`src/hw/rtl/nwam_pkg.sv`:
```
// Shared types, constants and the divider step for the weighted audio mixer.
// No dependencies; every other mixer file but the checker imports this package.
`default_nettype none
package nwam_pkg;

  localparam int LANES     = 4;
  localparam int SW        = 16;
  localparam int SUMW      = 18;
  localparam int MAGW      = 31;
  localparam int DIV_STEPS = MAGW;
  localparam int ACCW      = 34;
  localparam int CFG_IDXW  = 3;
  localparam int QDEPTH    = 4;
  localparam int QPTRW     = 2;
  localparam int QCNTW     = 3;

  // Register indexes on the configuration port
  localparam logic [CFG_IDXW-1:0] REG_WEIGHT_0 = 3'd0;
  localparam logic [CFG_IDXW-1:0] REG_ENABLE   = 3'd4;

  // One classified item between the front end and the back end
  typedef struct packed {
    logic                       is_mix;
    logic [SW-1:0]              pass_val;
    logic                       frame_end;
    logic [LANES-1:0]           neg;
    logic [LANES-1:0][MAGW-1:0] mag;
  } mix_item_t;

  // One stage of the long-division pipeline
  typedef struct packed {
    logic                       valid;
    logic                       is_mix;
    logic [SW-1:0]              pass_val;
    logic                       frame_end;
    logic [LANES-1:0]           neg;
    logic [LANES-1:0][MAGW-1:0] a;
    logic [LANES-1:0][SUMW-1:0] r;
  } div_stage_t;

  // Accumulated contributions, ahead of saturation
  typedef struct packed {
    logic                   valid;
    logic                   is_mix;
    logic [SW-1:0]          pass_val;
    logic                   frame_end;
    logic signed [ACCW-1:0] acc;
  } acc_stage_t;

  // Magnitude of a 16-bit two's complement value
  function automatic logic [SW:0] mag16(logic [SW-1:0] v);
    logic [SW:0] x;
    x = {v[SW-1], v};
    return v[SW-1] ? (~x + (SW+1)'(1)) : x;
  endfunction

  // One restoring-division step on every lane: shift in a dividend bit,
  // try to subtract the divisor, shift the quotient bit in at the bottom
  function automatic div_stage_t div_step(div_stage_t s, logic [SUMW-1:0] d);
    div_stage_t  o;
    logic [SUMW:0]   rs;
    logic [SUMW+1:0] diff;
    logic            qb;
    o = s;
    for (int k = 0; k < LANES; k++) begin
      rs   = {s.r[k], s.a[k][MAGW-1]};
      diff = {1'b0, rs} - {2'b00, d};
      qb   = ~diff[SUMW+1];
      o.r[k] = qb ? diff[SUMW-1:0] : rs[SUMW-1:0];
      o.a[k] = {s.a[k][MAGW-2:0], qb};
    end
    return o;
  endfunction

endpackage
`default_nettype wire

```
`src/hw/rtl/nwam_front.sv`:
```
// Front end: weight registers, weight magnitude sum, item classification
// and per-lane magnitude products. Depends on nwam_pkg.
`default_nettype none
module nwam_front import nwam_pkg::*; #(
  parameter int NUM_INPUTS = 4
) (
  input  wire logic                clk,
  input  wire logic                rst_n,
  input  wire logic                cfg_we,
  input  wire logic [CFG_IDXW-1:0] cfg_index,
  input  wire logic [SW-1:0]       cfg_data,
  input  wire logic [SW-1:0]       in_sample_a,
  input  wire logic [SW-1:0]       in_sample_b,
  input  wire logic [SW-1:0]       in_sample_c,
  input  wire logic [SW-1:0]       in_sample_d,
  input  wire logic [LANES-1:0]    in_present_mask,
  input  wire logic                in_frame_end,
  output mix_item_t                item,
  output logic [SUMW-1:0]          wsum
);

  localparam int USED = (NUM_INPUTS < LANES) ? NUM_INPUTS : LANES;

  logic [SW-1:0]   w_r [LANES];
  logic            en_r;
  logic [SUMW-1:0] sum_r;
  logic [SUMW-1:0] sum_nxt;
  logic [SW-1:0]   smp [LANES];

  assign smp[0] = in_sample_a;
  assign smp[1] = in_sample_b;
  assign smp[2] = in_sample_c;
  assign smp[3] = in_sample_d;
  assign wsum   = sum_r;

  // Recompute the magnitude sum with the incoming weight in place
  always_comb begin
    logic [SW-1:0] wk;
    sum_nxt = '0;
    for (int k = 0; k < USED; k++) begin
      wk = (cfg_index == (REG_WEIGHT_0 + CFG_IDXW'(k))) ? cfg_data : w_r[k];
      sum_nxt = sum_nxt + SUMW'(mag16(wk));
    end
  end

  // Take configuration writes; unknown indexes drop
  always_ff @(posedge clk) begin
    if (!rst_n) begin
      for (int k = 0; k < LANES; k++) w_r[k] <= '0;
      en_r  <= 1'b1;
      sum_r <= '0;
    end else if (cfg_we) begin
      if (cfg_index < REG_ENABLE) begin
        w_r[cfg_index[QPTRW-1:0]] <= cfg_data;
        sum_r <= sum_nxt;
      end else if (cfg_index == REG_ENABLE) begin
        en_r <= cfg_data[0];
      end
    end
  end

  // Classify: silence, pass-through, single source, or full mix;
  // form |sample * weight| and its sign on every lane in use
  always_comb begin
    logic            found;
    logic [SW:0]     sm;
    logic [SW:0]     wm;
    logic [2*SW-1:0] prod;
    found          = 1'b0;
    item.is_mix    = 1'b0;
    item.pass_val  = '0;
    item.frame_end = in_frame_end;
    priority if (sum_r == '0) begin
      item.pass_val = '0;
    end else if (!en_r) begin
      item.pass_val = in_present_mask[0] ? smp[0] : '0;
    end else if (sum_r == SUMW'(1)) begin
      for (int k = 0; k < USED; k++) begin
        if (!found && w_r[k] != '0) begin
          found         = 1'b1;
          item.pass_val = in_present_mask[k] ? smp[k] : '0;
        end
      end
    end else begin
      item.is_mix = 1'b1;
    end
    for (int k = 0; k < LANES; k++) begin
      sm   = mag16(smp[k]);
      wm   = mag16(w_r[k]);
      prod = sm[SW-1:0] * wm[SW-1:0];
      item.neg[k] = smp[k][SW-1] ^ w_r[k][SW-1];
      if (k < USED && in_present_mask[k] && w_r[k] != '0) begin
        item.mag[k] = prod[MAGW-1:0];
      end else begin
        item.mag[k] = '0;
      end
    end
  end

endmodule
`default_nettype wire

```
`config.mk`:
```
export PLATFORM = sky130hd
export DESIGN_NAME = nwam_front
export DESIGN_NICKNAME = d
export VERILOG_FILES = /design/src/hw/rtl/nwam_pkg.sv /design/src/hw/rtl/nwam_front.sv
export SDC_FILE = /design/constraint.sdc
export NUM_CORES = 2
export LEC_CHECK = 0
export ABC_AREA = 1
export BUFFER_PORTS_ARGS = -buffer_cell sky130_fd_sc_hd__buf_2
export CORE_MARGIN = 4
export CORE_UTILIZATION = 45
export CTS_BUF_LIST = sky130_fd_sc_hd__clkbuf_2
export DETAILED_ROUTE_END_ITERATION = 16
export GPL_ROUTABILITY_DRIVEN = 0
export HOLD_SLACK_MARGIN = 0.03
export RECOVER_POWER = 50
export SLEW_MARGIN = 40
export SYNTH_ARGS = -nofsm -noshare
export SYNTH_HDL_FRONTEND = slang
export SYNTH_SLANG_ARGS = --single-unit
export TNS_END_PERCENT = 5
```
`constraint.sdc`:
```
create_clock -name clk -period 20.7 [get_ports clk]
set_clock_uncertainty 0.15 [all_clocks]
set_input_delay 6.21 -clock clk [delete_from_list [all_inputs] [get_ports clk]]
set_output_delay 6.21 -clock clk [all_outputs]
set_load 0.1 [all_outputs]
```
==> impl_results.md <==
* Synth Area in XOR/XNOR at 2.47%
* Filler cell count at roughly 11000
* Setup crit start kind: input port
* Die Footprint at 108000 um^2
* Most frequent cells in the layout: 1571 x nand2_1, 1505 x inv_1, 806 x fa_1
* Worst-margin pin slew at between 1 and 1.5 ns
* CTS tree: built
* Post-synthesis simple-gate area fraction at approximately a quarter
* WP buf/inv at 11
* Worst hold path type: reg -> reg
* Largest net degree at the start of global routing at 39
* Max-Cap Viols at 0
* GR Util All Layers at 28.3%
* Post-synth EDFFs at 64
* Routed length per instance at 18.9 um
* Post-CTS setup buffers at 0
* WP data required at about 14 ns
* Post-CTS sizing at 0
* 1st-pass router iterations at 6
* Core ar. at a little over 100000 um^2
* Synthesis Warnings at 0
* CP max FO at 14
* Clk sinks at between 80 and 90
* Clock slew at reported path FFs at between 0.2 and 0.25 ns
* Worst setup EP type: output pin
* Final WL at roughly 150000 um
* Most frequent CP cell: inv_1
* Status: completed
* Gr ovfl total at 0
* Crit Path Category: in -> out
* Minimum clock period after layout at 19.90 ns
* Fin nets at approximately 8000
* Commonest non-fill, non-tap cell in the layout: nand2_1
* Worst-Skew Late Latency at 0.65 ns
* Asr flop ratio synth at 0%
* Largest family of logic cells by synthesized area: adder cells
* Multi-input logic area at between 30000 and 40000 um^2
* Layout cells sized above 1 at roughly 5.8%
* H-tree Lvls at 3
* Multiplexer share of the synthesized area at 0%
* Vias at around 43000
* Layout area overhead at 6.29%
* Longest Clk Path Bufs at 2
* Initial antenna violation count at 40
* Critical-path cell with the highest stage delay: fa_1
* Final hold violations at 0
* Setup TNS at 0 ns
* IO Port Bufs at approximately 250
* Sequential area share after synthesis at about 5%
* Row cnt at roughly 120
* Peak Freq at between 50 and 60 MHz
* Via/cell ratio at 5.28
* Post-synth top flop: edfxtp_1
* Post-DP HPWL at approximately 130000 um
* Max-Slew Margin vs Limit at 20.8%
* Die width at about 330 um
* Register bit total from synthesis at a little over 80
* Mapped cell area at between 40000 and 50000 um^2
* # DRC at 0
* Root buf cell: clkbuf_2
* Vias in the first global route at 41800
* Critical path's top delay family: adder cells
* Pins over their slew limit at 0
* Initial DRC count at between 3000 and 4000
* IO Pins at 255
* Sequential standard cell area at around 2300 um^2
* Post-synth cell types at 48
* Die height at ~330 um
* Largest stage delay, worst path at between 0.5 and 0.6 ns
* Post-Syn Instances at 6557
* Setup-failing EPs final at 0
* First-pass GRT wire length at 239000 um
* CP Data Arrival Time at 13.54 ns
* Post-synthesis adder-cell area fraction at between 40% and 50%
* Final worst-path cycle share at a little under 100%
* Post-Syn Area per Cell at ~7 um^2
* Post-synthesis compound-gate area fraction at around 7.5%
* Unrepaired setup endpoints after global routing: false
* TritonCTS Buffers at 9
* Starting Density at a little under half
* Final ANT Viol Nets at 0
* # hold bufs at CTS at 0
state kept, by name, summed over array words and instances, names as in the netlist:
signal,flops
en_r,1
w_r,64
wsum,18
per-stage QoR:
stage	setup WS [ns]	util, %	hold slack [ns]	instances	area, um^2
6_report	0.805	48.1	0.342	8114	49000
5_1_grt	0.320	48.1	0.377	8102	49000
4_1_cts	0.935	48.1	0.347	8093	49000
3_5_place_dp	0.955	48.0	0.311	8077	48900
3_3_place_gp	1.01	48.0	0.302	8076	48800
2_1_floorplan	0.712	-	0.548	6559	46100
cells by family after synthesis:
family | after synthesis
fa+ha+maj | 1235
buf+inv | 1708
other cells | 2
flops | 83
simple gates | 2770
compound gates | 630
xor+xnor | 129
synth_stat cells (7+ instances only):
library cell | number | share of area, %
nand3b_1 | 22 | 0.36
o21ai_2 | 12 | 0.23
ha_1 | 429 | 12
nand4_1 | 55 | 0.75
o21ai_0 | 238 | 2.6
a21o_1 | 14 | 0.23
a31oi_1 | 10 | 0.14
a21oi_1 | 243 | 2.6
inv_2 | 17 | 0.14
or2_2 | 9 | 0.12
inv_1 | 1503 | 12
nor2_2 | 21 | 0.29
o21a_1 | 15 | 0.24
nand3_1 | 216 | 2.3
nand2_1 | 1570 | 13
o211ai_1 | 15 | 0.24
xnor2_1 | 41 | 0.78
o21ai_1 | 46 | 0.50
edfxtp_1 | 64 | 4.2
clkbuf_1 | 97 | 0.79
nor4_1 | 7 | 0.095
dfxtp_1 | 19 | 0.83
nor2_1 | 782 | 6.4
fa_1 | 806 | 35
xor2_1 | 87 | 1.7
nor3_1 | 63 | 0.68
clkinv_1 | 19 | 0.15
buf_2 | 56 | 0.61
o21bai_1 | 18 | 0.29
o31ai_1 | 9 | 0.15
layer usage:
layer	up-vias	routed length (um)	GRT usage [%]
met2	1913	66000	42.9
met5	-	102	0
met1	20600	67900	41.2
met3	271	15300	6.34
met4	18	4110	6.88
li1	20000	-	-
layout make-up:
class | instances | area share (%)
antenna | 21 | 0.107
sequential | 83 | 4.70
tap | 1368 | 3.49
clock buffer | 10 | 0.102
inverter | 1539 | 11.8
timing repair buffer | 319 | 3.53
multi-input combinational | 4768 | 76.2
clock inverter | 6 | 0.0996
worst paths after layout:
kind,from,endpoint,slack [ns],cells after the start
worst max-delay path,in_sample_b[0],item[52],0.80,34
worst min-delay path,wsum[12],wsum[12],0.34,2
worst max register to register,w_r[2][15],wsum[15],15.38,19
worst min register to register,wsum[12],wsum[12],0.34,2
worst min-delay path, stage by stage (launching register included):
cell	delay, ns
dfxtp_1	0.38
nand2_1	0.06
nand2_1	0.05
Power is left out: the tool's default activity adds up to more than one toggle a clock period on the data nets, which glitch-free logic cannot reach.
