<file path="src/hw/rtl/nwam_pkg.sv">
// Shared types, constants and the divider step for the weighted audio mixer.
// No dependencies; every other mixer file but the checker imports this package.
`default_nettype none
package nwam_pkg;

  localparam int LANES     = 4;
  localparam int SW        = 16;
  localparam int SUMW      = 18;
  localparam int MAGW      = 31;
  localparam int DIV_STEPS = MAGW;
  localparam int ACCW      = 34;
  localparam int CFG_IDXW  = 3;
  localparam int QDEPTH    = 4;
  localparam int QPTRW     = 2;
  localparam int QCNTW     = 3;

  // Register indexes on the configuration port
  localparam logic [CFG_IDXW-1:0] REG_WEIGHT_0 = 3'd0;
  localparam logic [CFG_IDXW-1:0] REG_ENABLE   = 3'd4;

  // One classified item between the front end and the back end
  typedef struct packed {
    logic                       is_mix;
    logic [SW-1:0]              pass_val;
    logic                       frame_end;
    logic [LANES-1:0]           neg;
    logic [LANES-1:0][MAGW-1:0] mag;
  } mix_item_t;

  // One stage of the long-division pipeline
  typedef struct packed {
    logic                       valid;
    logic                       is_mix;
    logic [SW-1:0]              pass_val;
    logic                       frame_end;
    logic [LANES-1:0]           neg;
    logic [LANES-1:0][MAGW-1:0] a;
    logic [LANES-1:0][SUMW-1:0] r;
  } div_stage_t;

  // Accumulated contributions, ahead of saturation
  typedef struct packed {
    logic                   valid;
    logic                   is_mix;
    logic [SW-1:0]          pass_val;
    logic                   frame_end;
    logic signed [ACCW-1:0] acc;
  } acc_stage_t;

  // Magnitude of a 16-bit two's complement value
  function automatic logic [SW:0] mag16(logic [SW-1:0] v);
    logic [SW:0] x;
    x = {v[SW-1], v};
    return v[SW-1] ? (~x + (SW+1)'(1)) : x;
  endfunction

  // One restoring-division step on every lane: shift in a dividend bit,
  // try to subtract the divisor, shift the quotient bit in at the bottom
  function automatic div_stage_t div_step(div_stage_t s, logic [SUMW-1:0] d);
    div_stage_t  o;
    logic [SUMW:0]   rs;
    logic [SUMW+1:0] diff;
    logic            qb;
    o = s;
    for (int k = 0; k < LANES; k++) begin
      rs   = {s.r[k], s.a[k][MAGW-1]};
      diff = {1'b0, rs} - {2'b00, d};
      qb   = ~diff[SUMW+1];
      o.r[k] = qb ? diff[SUMW-1:0] : rs[SUMW-1:0];
      o.a[k] = {s.a[k][MAGW-2:0], qb};
    end
    return o;
  endfunction

endpackage
`default_nettype wire

</file>
<file path="src/hw/rtl/nwam_queue.sv">
// Short FIFO of classified items between front end and back end.
// Depends on nwam_pkg for the item type and depth.
`default_nettype none
module nwam_queue import nwam_pkg::*; (
  input  wire logic clk,
  input  wire logic rst_n,
  input  wire logic push,
  input  mix_item_t din,
  input  wire logic pop,
  output mix_item_t dout,
  output logic      empty,
  output logic      full
);

  mix_item_t        mem [QDEPTH];
  logic [QPTRW-1:0] wr_ptr_r;
  logic [QPTRW-1:0] rd_ptr_r;
  logic [QCNTW-1:0] cnt_r;

  assign empty = (cnt_r == '0);
  assign full  = (cnt_r == QCNTW'(QDEPTH));
  assign dout  = mem[rd_ptr_r];

  // Store pushed beats
  always_ff @(posedge clk) begin
    if (push) mem[wr_ptr_r] <= din;
  end

  // Advance pointers and fill count
  always_ff @(posedge clk) begin
    if (!rst_n) begin
      wr_ptr_r <= '0;
      rd_ptr_r <= '0;
      cnt_r    <= '0;
    end else begin
      if (push) wr_ptr_r <= wr_ptr_r + QPTRW'(1);
      if (pop)  rd_ptr_r <= rd_ptr_r + QPTRW'(1);
      cnt_r <= cnt_r + QCNTW'(push) - QCNTW'(pop);
    end
  end

endmodule
`default_nettype wire

</file>
<file path="config.mk">
export PLATFORM = sky130hd
export DESIGN_NAME = nwam_queue
export DESIGN_NICKNAME = d
export VERILOG_FILES = /design/src/hw/rtl/nwam_pkg.sv /design/src/hw/rtl/nwam_queue.sv
export SDC_FILE = /design/constraint.sdc
export NUM_CORES = 1
export LEC_CHECK = 0
export BUFFER_PORTS_ARGS = -buffer_cell sky130_fd_sc_hd__buf_2
export CORE_ASPECT_RATIO = 1.1
export CORE_MARGIN = 4
export CORE_UTILIZATION = 45
export CTS_CLUSTER_DIAMETER = 80
export DETAILED_ROUTE_END_ITERATION = 6
export HOLD_SLACK_MARGIN = 0.03
export PLACE_DENSITY = 0.71
export SYNTH_ARGS = -nofsm -noshare
export SYNTH_HDL_FRONTEND = slang
export SYNTH_SLANG_ARGS = --single-unit
</file>
<file path="constraint.sdc">
create_clock -name clk -period 7.5 [get_ports clk]
set_input_delay 1.5 -clock clk [delete_from_list [all_inputs] [get_ports clk]]
set_output_delay 1.5 -clock clk [all_outputs]
set_load 0.02 [all_outputs]
</file>
==> impl_metrics.json, run 1 <==
{
  "status": "completed",
  "floorplan.initialDensity": 0.458,
  "drtIter0Drc": 589,
  "finalMaxSlewViolations": 0,
  "slowest_stage": "buf_4",
  "fin_nets": 1295,
  "seq_area_frac_synth": 0.824,
  "dieArea_um2": 51300,
  "drc": 0,
  "crit_family": "buffers and inverters",
  "layout_commonest_cell": "edfxtp_1",
  "crit_type": "reg -> out",
  "cp_num_buf_inv": 2,
  "clk_path_buf_depth": 3,
  "crit_fanout": 48,
  "cts-resized-gates": 0,
  "max_slew.worst_pin.slew_ns": 1.02,
  "chipHeight_um": 237,
  "finalHoldViolations": 0,
  "maxSlewHeadroom": 0.322,
  "clk_pin_slew_ns": 0.06,
  "synth_top_area_share": 0.816,
  "portBuffers": 297,
  "synthTopCellsByArea": "edfxtp_1 82%, mux4_2 15%, dfxtp_1 0.84%",
  "antenna_found_initial": 11,
  "netlist_instances": 805,
  "cp_slowest_stage_delay_ns": 0.83,
  "root_buffer": "clkbuf_16",
  "arrival_ns": 3.11,
  "post_cts_buffers": 0,
  "power_density_nw_per_um2": 290,
  "via_count": 9513,
  "drive_above_1_share": 0.458,
  "setup_viol": 0,
  "rsz0062_at_grt": "no",
  "synth_warnings": 0,
  "area_growth_pct": 18.9,
  "min_period_ns": 4.61,
  "synth-xor-area-share": 0.00192,
  "fp.dieW_um": 216,
  "hold_buffers": 0,
  "syn_nets": 962,
  "period_share": 0.615,
  "avgViaCountPerCell": 5.22,
  "cts_buffers": 57,
  "p_total_mw": 7.42,
  "grt_overflow": 0,
  "yosys.area_share.simple": 0.00349,
  "clk_latency_ns": 0.59,
  "worstPathCellList": "buf_4 > mux4_2 > buf_2",
  "place_inst": 1716,
  "holdCritPathClass": "reg -> reg",
  "syn_area_per_cell_um2": 26.7,
  "grt_pass1_vias": 10100,
  "fin_area_um2": 25600,
  "worstPathRequired_ns": 6.00,
  "synth_largest_area_cell": "edfxtp_1",
  "synth_area_um2": 21500,
  "final_cell_count_no_fill": 1824,
  "avgRoutedWirePerCell_um": 22.4,
  "ys_ff_latch": 593,
  "placed_area_um2": 23700,
  "cts_tree": "built",
  "synth_cell_types": 20,
  "grt_pass1_wl_um": 62400,
  "wirelength_um": 40900,
  "num_io_pins": 298,
  "worst_setup_path_start_kind": "flip-flop",
  "cts_sinks": 593,
  "fin_hold_ws_ns": 0.542,
  "mostFrequentLayoutCells": "584 x edfxtp_1, 297 x buf_2, 146 x mux4_2, 59 x clkbuf_16, 15 x clkbuf_1",
  "fmax_mhz": 217,
  "gp_congestion": 0.712,
  "clock_skew_ns": 0.0133,
  "maxCapViolCount": 0,
  "fp.coreArea_um2": 46900,
  "htree_levels": 2,
  "crit_path_end_kind": "primary output",
  "antenna_left": 0,
  "synthAdderAreaFrac": 0.00442,
  "dp_hpwl_um": 23800,
  "track_usage": 0.159,
  "synth_top_family_by_area": "multiplexers",
  "firstDrtPassIters": 5,
  "muxShareOfSynthArea": 0.153,
  "synth_compound_area_frac": 0.000699,
  "finalSetupTns_ns": 0,
  "p_leak_nw": 8.51,
  "grt_max_degree": 147,
  "num_rows": 83,
  "max-vdd-ir-drop_v": 0.000218
}
## logic make-up after synthesis
logic type      after synthesis
flops                       593
compound gates                2
fa+ha+maj                     7
mux                         147
simple gates                 14
buf+inv                      39
xor+xnor                      3
## per-stage QoR
step            util  worst slack, ns
2_1_floorplan      -             2.14
3_3_place_gp   0.505             3.37
3_5_place_dp   0.505             3.36
4_1_cts        0.544             2.70
5_1_grt        0.545             2.53
6_report       0.545             2.89
## state kept, by name (all words and copies together), names as in the netlist, named ones only
register / flops
cnt_r: 3
rd_ptr_r: 2
mem: 584
wr_ptr_r: 2
## Yosys cell counts
cell        n
nand3b_1    1
inv_1       7
ha_1        6
dfxtp_1     9
a21bo_2     1
buf_6       7
mux4_2    146
buf_4       9
nor2_1      5
clkbuf_1    2
fa_1        1
a21oi_1     1
and2_1      6
mux2i_1     1
and3_1      1
buf_2      14
edfxtp_1  584
xor3_1      1
xnor2_1     2
nor3_1      1
## cell type report
| cell class | instances | area (um^2) |
|---|---|---|
| Inverter | 7 | 26.3 |
| Antenna cell | 3 | 7.51 |
| Fill cell | 3601 | 21400 |
| Multi-Input combinational cell | 173 | 3530 |
| Timing Repair Buffer | 306 | 1620 |
| Tap cell | 637 | 797 |
| Clock inverter | 31 | 324 |
| Sequential cell | 593 | 17700 |
| Clock buffer | 74 | 1530 |
## final timing paths
check                endpoint         from  depth (start not counted)  slack [ns]
setup / recovery    dout[141]    flip-flop                          3        2.89
hold / removal      flip-flop  rd_ptr_r[1]                          2        0.54
setup reg to reg  mem[0][132]  wr_ptr_r[0]                          4        5.10
hold reg to reg     flip-flop  rd_ptr_r[1]                          2        0.54
## layer usage
metal,part of all wire,GRT usage
met1,0.40,0.209
met2,0.50,0.255
met3,0.078,0.0522
met4,0.025,0.0555
met5,0.0024,0
## worst register-to-register path: stages, from the launching register on
cell and delay, ns:
dfxtp_1 0.35, inv_1 0.09, ha_1 0.14, and2_4 0.79, buf_12 0.46
## power by group
part,internal (mW),switching (mW),total [mW]
combinational,0.306,0.451,0.756
clock,1.65,1.16,2.81
sequential,3.81,0.0450,3.86
No activity file was read; power rests on OpenSTA's default activity.
==> run 2: changes to the inputs <==
==> constraint.sdc (replaced) <==
create_clock -name clk -period 4.49 [get_ports clk]
set_input_delay 0.898 -clock clk [delete_from_list [all_inputs] [get_ports clk]]
set_output_delay 0.898 -clock clk [all_outputs]
set_load 0.02 [all_outputs]
==> impl_metrics.json, run 2 (synthesized netlist as in run 1, its figures left out) <==
{
  "p_comb_frac": 0.101,
  "multiInputGateArea_um2": 3530,
  "worst_setup_path_start_kind": "flip-flop",
  "status": "completed",
  "p_leak_nw": 8.63,
  "period_share": 0.773,
  "mostFrequentLayoutCells": "584 x edfxtp_1, 297 x buf_2, 146 x mux4_2, 58 x clkbuf_16, 12 x clkbuf_1",
  "largest_register_ffs": 584,
  "cts_buffers": 57,
  "grt_overflow": 0,
  "fill_cells": 3577,
  "area_growth_pct": 19.9,
  "maxSlewHeadroom": 0.294,
  "grt_pass1_vias": 10200,
  "setup_viol": 0,
  "netSwitchingFraction": 0.221,
  "drive_above_1_share": 0.462,
  "root_buffer": "clkbuf_16",
  "layout_commonest_cell": "edfxtp_1",
  "finalSetupTns_ns": 0,
  "switchingPower_mw": 2.79,
  "hold_buffers": 0,
  "antenna_left": 0,
  "portBuffers": 297,
  "dp_hpwl_um": 24200,
  "fin_hold_ws_ns": 0.514,
  "max-vdd-ir-drop_v": 0.000369,
  "finalHoldViolations": 0,
  "rsz0062_at_grt": "no",
  "cts_tree": "built",
  "dieArea_um2": 51300,
  "htree_levels": 2,
  "antenna_found_initial": 4,
  "crit_path_end_kind": "primary output",
  "drc": 0,
  "reg.largest.list": "mem: 584 flops, cnt_r: 3 flops",
  "fp.dieW_um": 216,
  "chipHeight_um": 237,
  "wirelength_um": 41000,
  "num_io_pins": 298,
  "floorplan.initialDensity": 0.458,
  "post_cts_buffers": 0,
  "crit_fanout": 32,
  "clock_skew_ns": 0.0163,
  "clk_latency_ns": 0.59,
  "cts-resized-gates": 0,
  "min_period_ns": 3.47,
  "grt_pass1_wl_um": 62800,
  "drtIter0Drc": 696,
  "fmax_mhz": 288,
  "maxCapViolCount": 0,
  "max_slew.worst_pin.slew_ns": 1.06,
  "arrival_ns": 2.57,
  "clk_path_buf_depth": 3,
  "finalMaxSlewViolations": 0,
  "fp.coreArea_um2": 46900,
  "holdCritPathClass": "in -> reg",
  "gp_congestion": 0.693,
  "worstPathRequired_ns": 3.59,
  "avgRoutedWirePerCell_um": 22.4,
  "power_density_nw_per_um2": 490,
  "grt_max_degree": 147,
  "num_rows": 83,
  "avgViaCountPerCell": 5.20,
  "via_count": 9527,
  "cts_sinks": 593,
  "clkPwrFrac": 0.388,
  "track_usage": 0.160,
  "power_frac_seq": 0.511,
  "largest_register": "mem",
  "firstDrtPassIters": 5,
  "intPower_mw": 9.84,
  "fin_nets": 1303,
  "seq_area_um2": 17700,
  "clk_pin_slew_ns": 0.06,
  "crit_type": "reg -> out"
}
[run 2: cell types whose count changed in the layout (fill, tap and decap cells not counted)]
cell,delta
bufinv_16,+4
buf_12,+6
clkinv_2,+1
clkinv_8,+1
buf_4,+2
diode_2,-2
clkinv_1,+3
clkbuf_16,-1
clkbuf_1,-3
clkinvlp_4,-3
clkinv_4,-1
[run 2: final timing paths]
kind	startpoint	to	slack, ns	depth (start not counted)
max	flip-flop	dout[16]	1.02	3
min	din[100]	mem[2][100]	0.51	1
max reg2reg	wr_ptr_r[0]	mem[3][84]	2.35	3
min reg2reg	rd_ptr_r[1]	flip-flop	0.54	2
[run 2: metal layers]
layer,wire [um],GRT usage,share of wire,up-vias
met5,26,0,0.00063,-
met4,763,0.0376,0.019,4
met3,3220,0.0508,0.079,61
met2,20500,0.260,0.50,302
met1,16400,0.215,0.40,4980
li1,-,-,-,4180
[run 2: through the flow]
step                worst slack, ns  power [mW]  std cells   util  area [um^2]
finish                         1.02        12.6       1831  0.549        25800
global route                  0.805        13.1       1830  0.549        25800
CTS                           0.879        12.8       1830  0.549        25800
detailed placement             1.55        7.89       1724  0.508        23800
global placement               1.56        7.86       1724  0.508        23800
floorplan                      1.36        7.38        805      -        21500
[run 2: worst max-delay path, cell delays in order, from the launching register on]
cell,delay (ns)
dfxtp_4,0.86
buf_12,0.33
mux4_2,0.58
buf_2,0.18
[run 2: layout make-up]
cell class                 count  area share
clock inverter                36      0.0173
clock buffer                  70      0.0580
antenna                        1   0.0000971
tap                          637      0.0309
sequential                   593       0.688
multi-input combinational    173       0.137
inverter                       7     0.00102
timing repair buffer         314      0.0680
[run 2: power by group through the flow]
stage | combinational [mW] | sequential (mW) | clock, mW
floorplan | 0.843 | 6.53 | 0
global placement | 1.30 | 6.56 | 0
detailed placement | 1.31 | 6.58 | 0
CTS | 1.31 | 6.46 | 5.03
global route | 1.38 | 6.48 | 5.27
finish | 1.28 | 6.45 | 4.90
==> run 3: changes to the inputs <==
--- a/config.mk
+++ b/config.mk
@@ -5,6 +5,7 @@
 export SDC_FILE = /design/constraint.sdc
 export NUM_CORES = 1
 export LEC_CHECK = 0
+export ABC_AREA = 1
 export BUFFER_PORTS_ARGS = -buffer_cell sky130_fd_sc_hd__buf_2
 export CORE_ASPECT_RATIO = 1.1
 export CORE_MARGIN = 4
==> constraint.sdc (replaced) <==
create_clock -name clk -period 3.2 [get_ports clk]
set_input_delay 0.64 -clock clk [delete_from_list [all_inputs] [get_ports clk]]
set_output_delay 0.64 -clock clk [all_outputs]
set_load 0.02 [all_outputs]
==> impl_metrics.json, run 3 <==
{
  "cts-resized-gates": 0,
  "grt_overflow": 0,
  "cts_buffers": 57,
  "switchingPower_mw": 4.08,
  "avgViaCountPerCell": 4.95,
  "syn_nets": 1915,
  "netlist_instances": 1758,
  "synth_largest_area_cell": "edfxtp_1",
  "area_growth_pct": 17.5,
  "arrival_ns": 2.21,
  "synthTopCellsByCount": "584 x edfxtp_1, 307 x inv_1, 302 x nand2_1",
  "grt_max_degree": 133,
  "via_count": 13700,
  "min_period_ns": 2.85,
  "grt_pass1_vias": 13600,
  "cp_slowest_stage_delay_ns": 0.60,
  "clock_skew_ns": 0.0149,
  "power_frac_seq": 0.527,
  "crit_type": "reg -> out",
  "portBuffers": 297,
  "firstDrtPassIters": 5,
  "p_leak_nw": 10.6,
  "finalHoldViolations": 0,
  "maxSlewHeadroom": 0.601,
  "floorplan.initialDensity": 0.455,
  "hold_buffers": 0,
  "grt_pass1_wl_um": 72300,
  "async_reset_ff_frac": 0,
  "p_comb_frac": 0.109,
  "reg.largest.list": "mem: 584 flops, cnt_r: 3 flops",
  "chipHeight_um": 247,
  "layout_commonest_cell": "edfxtp_1",
  "final_util": 0.535,
  "ys_ff_latch": 593,
  "syn_area_per_cell_um2": 13.3,
  "clk_latency_ns": 0.59,
  "cts_sinks": 593,
  "worstPathRequired_ns": 2.56,
  "fin_nets": 2221,
  "root_buffer": "clkbuf_16",
  "clk_path_buf_depth": 3,
  "clkPwrFrac": 0.365,
  "period_share": 0.892,
  "synthTopCellsByArea": "edfxtp_1 75%, inv_1 4.9%, nand2_1 4.8%",
  "dp_hpwl_um": 29200,
  "wirelength_um": 46400,
  "synth_top_area_share": 0.749,
  "route.met2.wl_um": 24300,
  "worstPathCellList": "buf_12 > buf_4 > a21oi_1 > o21ai_0 > nand2_1 > buf_2",
  "synth_edf_count": 584,
  "status": "completed",
  "met1_length_um": 18400,
  "seq_area_frac_synth": 0.757,
  "avgRoutedWirePerCell_um": 16.7,
  "finalSetupTns_ns": 0,
  "placed_area_um2": 25800,
  "num_rows": 87,
  "max_slew.worst_pin.slew_ns": 0.599,
  "fin_area_um2": 27500,
  "drtIter0Drc": 725,
  "fp.dieW_um": 225,
  "final_cell_count_no_fill": 2774,
  "fmax_mhz": 350,
  "yosysMostFrequentCell": "edfxtp_1",
  "largest_register": "mem",
  "antenna_found_initial": 9,
  "track_usage": 0.164,
  "largest_register_ffs": 584,
  "holdCritPathClass": "in -> reg",
  "setup_viol": 0,
  "maxCapViolCount": 0,
  "place_inst": 2672,
  "cp_num_buf_inv": 3,
  "slowest_stage": "dfxtp_4",
  "crit_path_end_kind": "primary output",
  "clk_pin_slew_ns": 0.06,
  "post_cts_buffers": 0,
  "finalMaxSlewViolations": 0,
  "ys_dominant_reg_cell": "edfxtp_1",
  "drc": 0,
  "dieArea_um2": 55700,
  "max-vdd-ir-drop_v": 0.000490,
  "mostFrequentLayoutCells": "584 x edfxtp_1, 301 x inv_1, 298 x nand2_1, 297 x buf_2, 152 x a21oi_1",
  "synth_area_um2": 23400,
  "top_layer_used": "met5",
  "rsz0062_at_grt": "no",
  "synth_warnings": 0,
  "gp_congestion": 0.761,
  "synth_cell_types": 18,
  "num_io_pins": 298,
  "drive_above_1_share": 0.210,
  "fp.coreArea_um2": 51400,
  "intPower_mw": 13.0,
  "worst_setup_path_start_kind": "flip-flop",
  "crit_family": "buffers and inverters",
  "netSwitchingFraction": 0.239,
  "htree_levels": 2,
  "crit_fanout": 33,
  "antenna_left": 0,
  "cts_tree": "built",
  "power_density_nw_per_um2": 620,
  "p_total_mw": 17.1,
  "met3_length_um": 2410
}
[run 3: cell type report]
class                   instances  area, um^2
diodes                          1        2.50
clock buffers                  67        1460
clock inverters                34         264
fillers                      4185       23900
inverters                     307        1170
multi-input cells             761        3960
flip-flops and latches        593       17700
well taps                     667         835
repair buffers                344        2090
[run 3: layer usage]
| layer | track usage | up-vias |
|---|---|---|
| met5 | 0 | - |
| met4 | 0.0551 | 16 |
| met3 | 0.0348 | 91 |
| met2 | 0.296 | 302 |
| met1 | 0.194 | 6563 |
| li1 | - | 6750 |
[run 3: cell families (layout without fill, tap and decap cells)]
logic type / after synthesis / in the layout / share of synthesized area
AO/OA/AOI/OAI: 448 / 448 / 0.111
AND/OR/NAND/NOR: 306 / 306 / 0.0492
buffers and inverters: 404 / 752 / 0.0782
adder cells (fa/ha/maj): 7 / 7 / 0.00406
other: 0 / 1 / 0
flip-flops: 593 / 593 / 0.757
[run 3: power by group through the flow]
stage          Sequential (mW)  Clock (mW)  Combinational (mW)
2_1_floorplan             9.14           0                1.18
3_3_place_gp              9.13           0                1.84
3_5_place_dp              9.15           0                1.88
4_1_cts                   8.98        6.39                1.89
5_1_grt                   9.00        6.73                2.05
6_report                  8.98        6.22                1.86
[run 3: path summary, 6_finish.rpt]
check                                  from         end  slack (ns)  depth (start not counted)
worst max-delay path              flip-flop    dout[37]        0.35                          6
worst min register to register  rd_ptr_r[1]   flip-flop        0.46                          2
worst min-delay path                din[37]  mem[0][37]        0.27                          1
worst max register to register  wr_ptr_r[1]   mem[1][6]        1.30                          5
[run 3: metrics by stage]
stage          hold slack (ns)  setup slack [ns]
2_1_floorplan            0.436           -0.0187
3_3_place_gp             0.448             0.983
3_5_place_dp             0.456             0.956
4_1_cts                  0.204             0.290
5_1_grt                  0.219             0.161
6_report                 0.266             0.346
